<file path="config.mk">
export PLATFORM = sky130hd
export DESIGN_NAME = cpcb_div
export DESIGN_NICKNAME = d
export VERILOG_FILES = /design/src/cpcb_div.sv
export SDC_FILE = /design/constraint.sdc
export NUM_CORES = 1
export LEC_CHECK = 0
export BUFFER_PORTS_ARGS = -buffer_cell sky130_fd_sc_hd__buf_2
export CAP_MARGIN = 20
export CORE_ASPECT_RATIO = 1.2
export CORE_MARGIN = 2
export CORE_UTILIZATION = 57
export CTS_CLUSTER_SIZE = 40
export DETAILED_ROUTE_END_ITERATION = 10
export PLACE_DENSITY = 0.74
export SETUP_SLACK_MARGIN = 0.5
export SYNTH_ARGS = -nofsm -noshare
export SYNTH_HDL_FRONTEND = slang
export SYNTH_SLANG_ARGS = --single-unit
export TNS_END_PERCENT = 20
</file>
<file path="constraint.sdc">
create_clock -name clk -period 2.59 [get_ports clk]
set_input_delay 0.777 -clock clk [delete_from_list [all_inputs] [get_ports clk]]
set_output_delay 0.777 -clock clk [all_outputs]
set_load 0.01 [all_outputs]
</file>
<file path="src/cpcb_div.sv">
// One blend channel divide: q = diff*sa/ra truncated toward zero, as a
// restoring divide over 16 quotient bits unrolled into 16 registered stages.
// No dependencies.
module cpcb_div (
  input  logic        clk,
  input  logic        en,
  input  logic [15:0] num,     // |diff*sa|, at most 65025
  input  logic [7:0]  den,
  output logic [15:0] quo
);
  logic [15:0] n   [17];
  logic [8:0]  rem [17];
  logic [15:0] q   [17];
  logic [7:0]  d   [17];

  always_comb begin
    n[0] = num;
    rem[0] = 9'd0;
    q[0] = 16'd0;
    d[0] = den;
  end

  for (genvar i = 0; i < 16; i++) begin : g_stage
    logic [9:0] trial;
    assign trial = {rem[i], n[i][15]} - {2'b00, d[i]};
    always_ff @(posedge clk) begin
      if (en) begin
        n[i+1] <= {n[i][14:0], 1'b0};
        d[i+1] <= d[i];
        if (!trial[9]) begin
          rem[i+1] <= trial[8:0];
          q[i+1]   <= {q[i][14:0], 1'b1};
        end else begin
          rem[i+1] <= {rem[i][7:0], n[i][15]};
          q[i+1]   <= {q[i][14:0], 1'b0};
        end
      end
    end
  end

  assign quo = q[16];
endmodule

</file>
Yosys cells after proc, flatten, opt, wreduce, memory -nomap -nowiden --
Cells that the tools add are included.
Word-level totals: register bits 511, latch bits 0, memory bits (writable) 0, memory bits (read-only) 0, input port bits 26, output and inout port bits 16, word-level logic and storage cells 109, memories kept 0
Operators by class: add/sub/neg operators 16, multipliers 0, divide/modulo/power cells 0, order comparisons 0, equal/unequal tests 0, shift-type cells 0, mux-type cells 31, bitwise logic cells 0, reductions and logical operators 0
Operator list (count):
- subtractor 10 x 8 -> 10 bit | 15
- two-way mux 9 bit | 14
- two-way mux 1 bit | 17
- subtractor 1 x 8 -> 9 bit | 1

Longest topological paths before layout --
word-level depth 2, depth in mapped cells 8

Worst setup path before layout --
OpenSTA, ideal clock, no wires.
kind register -> register, start register rem[38] in the netlist's numbering, end register rem[30] in the netlist's numbering (data pin), data arrival time 2.325 ns, required time 2.330 ns, path slack 0.006 ns, stages on the path, launching flop included 7, cells stage by stage edfxtp_1 ha_1 and2_1 a221o_1 or2_4 a221oi_4 mux2_2
Between the ends: longest elaborated chain between the ends 2
Ends and longest elaborated chain:
- from (decl) | line 12 | logic [8:0] rem [17];
- from (signal, indexed assignment) | line 31 | rem[i+1] <= trial[8:0];
- from (signal, indexed assignment) | line 34 | rem[i+1] <= {rem[i][7:0], n[i][15]};
- subtractor 10 x 8 -> 10 bit | line 25 | assign trial = {rem[i], n[i][15]} - {2'b00, d[i]};
- two-way mux 9 bit (*) | line 30 | if (!trial[9]) begin
Mark *: on every way between the ends. The rest lies on a longest branch, timed or not. A chain may end at the register's enable or synchronous reset.

Worst setup path in the final report --
start register rem[129] in the netlist's numbering, end register rem[121] in the netlist's numbering (data pin)
The elaborated chain is that of the path after synthesis.

==> reports/qor.csv <==
stage,metric,value,unit
clock_network,Post-CTS Hold Buffers,0,
synth,Post-synth top flop,edfxtp_1,
critical_path,critical-path cell list,ha_1 -> a21oi_1 -> and2_1 -> a21oi_1 -> a211oi_2 -> buf_4 -> mux2_2,
sta,final setup violation count,0,
cells_and_area,Util after Layout,68.8,%
critical_path,CP startpoint kind,flop,
critical_path,family with the most delay on the worst path,compound AO/OA/AOI/OAI gates,
placement,Placer Congestion,0.881,
critical_path,"Top cell by count, worst path",a21oi_1,
sta,fmax,395,MHz
grt,vias in the first global route,13701,
placement,port bufs,41,
cells_and_area,final net count,1959,
cells_and_area,post-route cell area,0.0280,sq mm
critical_path,CP max stage cell,edfxtp_1,
critical_path,Setup CP Type,reg -> reg,
critical_path,critical path required time,2.91,ns
drt,DRT iter0 DRCs,868,
clock_network,H-tree depth,2,
drt,total number of vias,13298,
critical_path,crit path capture type,flop,
clock_network,Clock transition at path regs,0.06,ns
cells_and_area,Layout fillers,2713,
floorplanning,Die X,189,um
cells_and_area,"commonest non-fill, non-tap cell in the layout",edfxtp_1,
placement,post-DP HPWL,28200,um
synth,Synth Instances,1570,
synth,register area share after synthesis,65.4,%
cells_and_area,area delta synth->final,19.2,%
clock_network,CTS tree,done,
synth,number of synthesized register bits,511,
sta,RSZ-0062 raised after global routing,yes,
synth,Mapped Avg Cell Area,14.9,sq um
grt,initial antenna violation count,0,
grt,global-route wire length before repair,67000,um
clock_network,CTS Buf Count,50,
synth,Post-synth EDFFs,511,
clock_network,CTS root buf,clkbuf_16,
floorplanning,Core Rows,81,
power,Max VDD drop,0.000658,V
floorplanning,Die Height,226,um
floorplanning,Ports,42,
clock_network,clk_lat worst skew,0.59,ns
grt,largest net degree at the start of global routing,72,
grt,remaining global-route overflow,0,
sta,Final Critical Period,2.53,ns
cells_and_area,layout cells sized above 1,24.1,%
cells_and_area,ant diodes,0,
cells_and_area,most frequent cells in the layout,"511 x edfxtp_1, 151 x inv_1, 124 x buf_4",
drt,routed vias/inst,5.59,
clock_network,clock sink total,511,
drt,wire length per cell,17.2,um
synth,synth unique cells,59,
worst_hold_path,HP Class,in -> reg,
drt,DRT Pass-1 Iters,5,
floorplanning,Core Region,0.0406,sq mm
sta,Fin. Hold Viols,0,
power,Final Power,32300,uW
synth,Mapped Area,0.0235,sq mm
floorplanning,Initial Utilization,57.7,%
grt,GR Util All Layers,19.6,%
drt,Post-DRT Antenna Nets,0,
sta,Clock Skew,0.0189,ns
sta,hold_ws,0.363,ns
power,leakage,0.0112,uW
critical_path,CP Max Fanout,6,
sta,Sum Neg Setup Slack,0,ns
synth,YS warnings,0,
critical_path,Worst EP arrival,2.85,ns
drt,# DRC,0,
placement,"Cell Area, Placed",0.0254,sq mm
power,PD cells,1150,mW/mm^2
sta,Final Slew Violations,0,
synth,Synth async-reset ratio,0,%
run_status,outcome,finished clean,
flow_run,max cap viols,0,
floorplanning,die area,0.0428,sq mm
drt,final wirelength,40900,um
critical_path,crit path buf inv count,1,
critical_path,highest cell delay on the worst timing path,0.46,ns
clock_network,Max clock buf depth,3,
sta,final period utilization,97.8,%
[cells in the mapped netlist, drive strengths merged, types with 6 or more instances]
cell type | n | share of area (%)
edfxtp | 511 | 65
inv | 167 | 2.7
ha | 121 | 6.5
nor2 | 78 | 1.2
mux2 | 72 | 3.5
o21ai | 53 | 1.1
mux2i | 50 | 2.1
a21oi | 44 | 0.94
o21a | 44 | 1.4
xnor2 | 39 | 1.5
nor2b | 36 | 0.96
a21o | 29 | 0.93
nand2 | 23 | 0.37
nand3 | 23 | 0.49
and2 | 22 | 0.59
o31a | 22 | 0.82
a211oi | 20 | 0.82
nor3 | 20 | 0.43
buf | 17 | 0.53
o311ai | 16 | 0.60
and3 | 15 | 0.40
fa | 14 | 1.2
or2 | 14 | 0.43
a221o | 12 | 0.51
o211a | 11 | 0.47
a221oi | 10 | 1.1
o31ai | 9 | 0.29
o211ai | 8 | 0.26
or4b | 8 | 0.34
nand2b | 6 | 0.16
[timing repair]
item | 4_1_cts | 5_1_grt
pin swaps | 20 | 15
gates resized for setup | 56 | 27
endpoints found under the setup margin | 137 | 140
buffers inserted | 40 | 19
hold endpoints to repair | 0 | 0
[per-layer routing]
metal  track usage (%)  vias up  share of wire, %
met5                 0        -                 0
met4              6.93        0               2.8
met2              37.8      247                55
met3              3.68       82               3.7
met1              21.5     6515                38
li1                  -     6454                 -
[state kept, by name (all words and copies together), names as in the netlist]
| name | flops |
|---|---|
| quo | 16 |
| n | 120 |
| rem | 135 |
| d | 120 |
| q | 120 |
[final cells by class]
cell class	instances	area, sq um	area share, %
clock buffers	56	1270	4.56
multi-input cells	877	7890	28.2
inverters	167	627	2.24
well taps	539	674	2.41
repair buffers	191	1600	5.71
clock inverters	38	556	1.99
flip-flops and latches	511	15300	54.9
[final timing paths]
kind,from,to,slack (ns),cells after the start
worst max-delay path,rem[129],rem[121],0.06,7
worst min-delay path,num[13],n[254],0.36,1
worst max register to register,rem[129],rem[121],0.06,7
worst min register to register,n[125],n[110],0.40,0
[stage by stage]
stage          worst slack (ns)  std cells
2_1_floorplan            0.0885       1573
5_1_grt                  0.0143       2379
4_1_cts                  0.0788       2360
3_5_place_dp          -0.000431       2226
6_report                 0.0571       2379
3_3_place_gp             0.0244       2226
[report_power, final]
group / leakage (uW) / switching (uW) / internal (uW) / total [uW]
logic: 0.00534 / 5330 / 6680 / 12000
clock network: 0.000882 / 3080 / 4870 / 7960
registers: 0.00499 / 1010 / 11300 / 12300
[logic make-up after synthesis]
| logic type | Yosys count | share of synthesized area, % |
|---|---|---|
| AO/OA/AOI/OAI | 309 | 10.5 |
| XOR/XNOR | 42 | 1.57 |
| adder cells (fa/ha/maj) | 135 | 7.65 |
| buffers and inverters | 185 | 3.22 |
| flip-flops | 511 | 65.4 |
| multiplexers | 122 | 5.59 |
| other | 1 | 0.0160 |
| AND/OR/NAND/NOR | 265 | 6.05 |
[worst register-to-register path, delay by kind of cell, from the launching register on]
| kind | cells | cell delay, ns |
|---|---|---|
| buffers and inverters | 1 | 0.22 |
| AND/OR/NAND/NOR | 1 | 0.20 |
| adder cells (fa/ha/maj) | 1 | 0.40 |
| multiplexers | 1 | 0.38 |
| flip-flops | 1 | 0.46 |
| AO/OA/AOI/OAI | 3 | 0.60 |
Note: power is estimated with default switching activity, not from simulation.
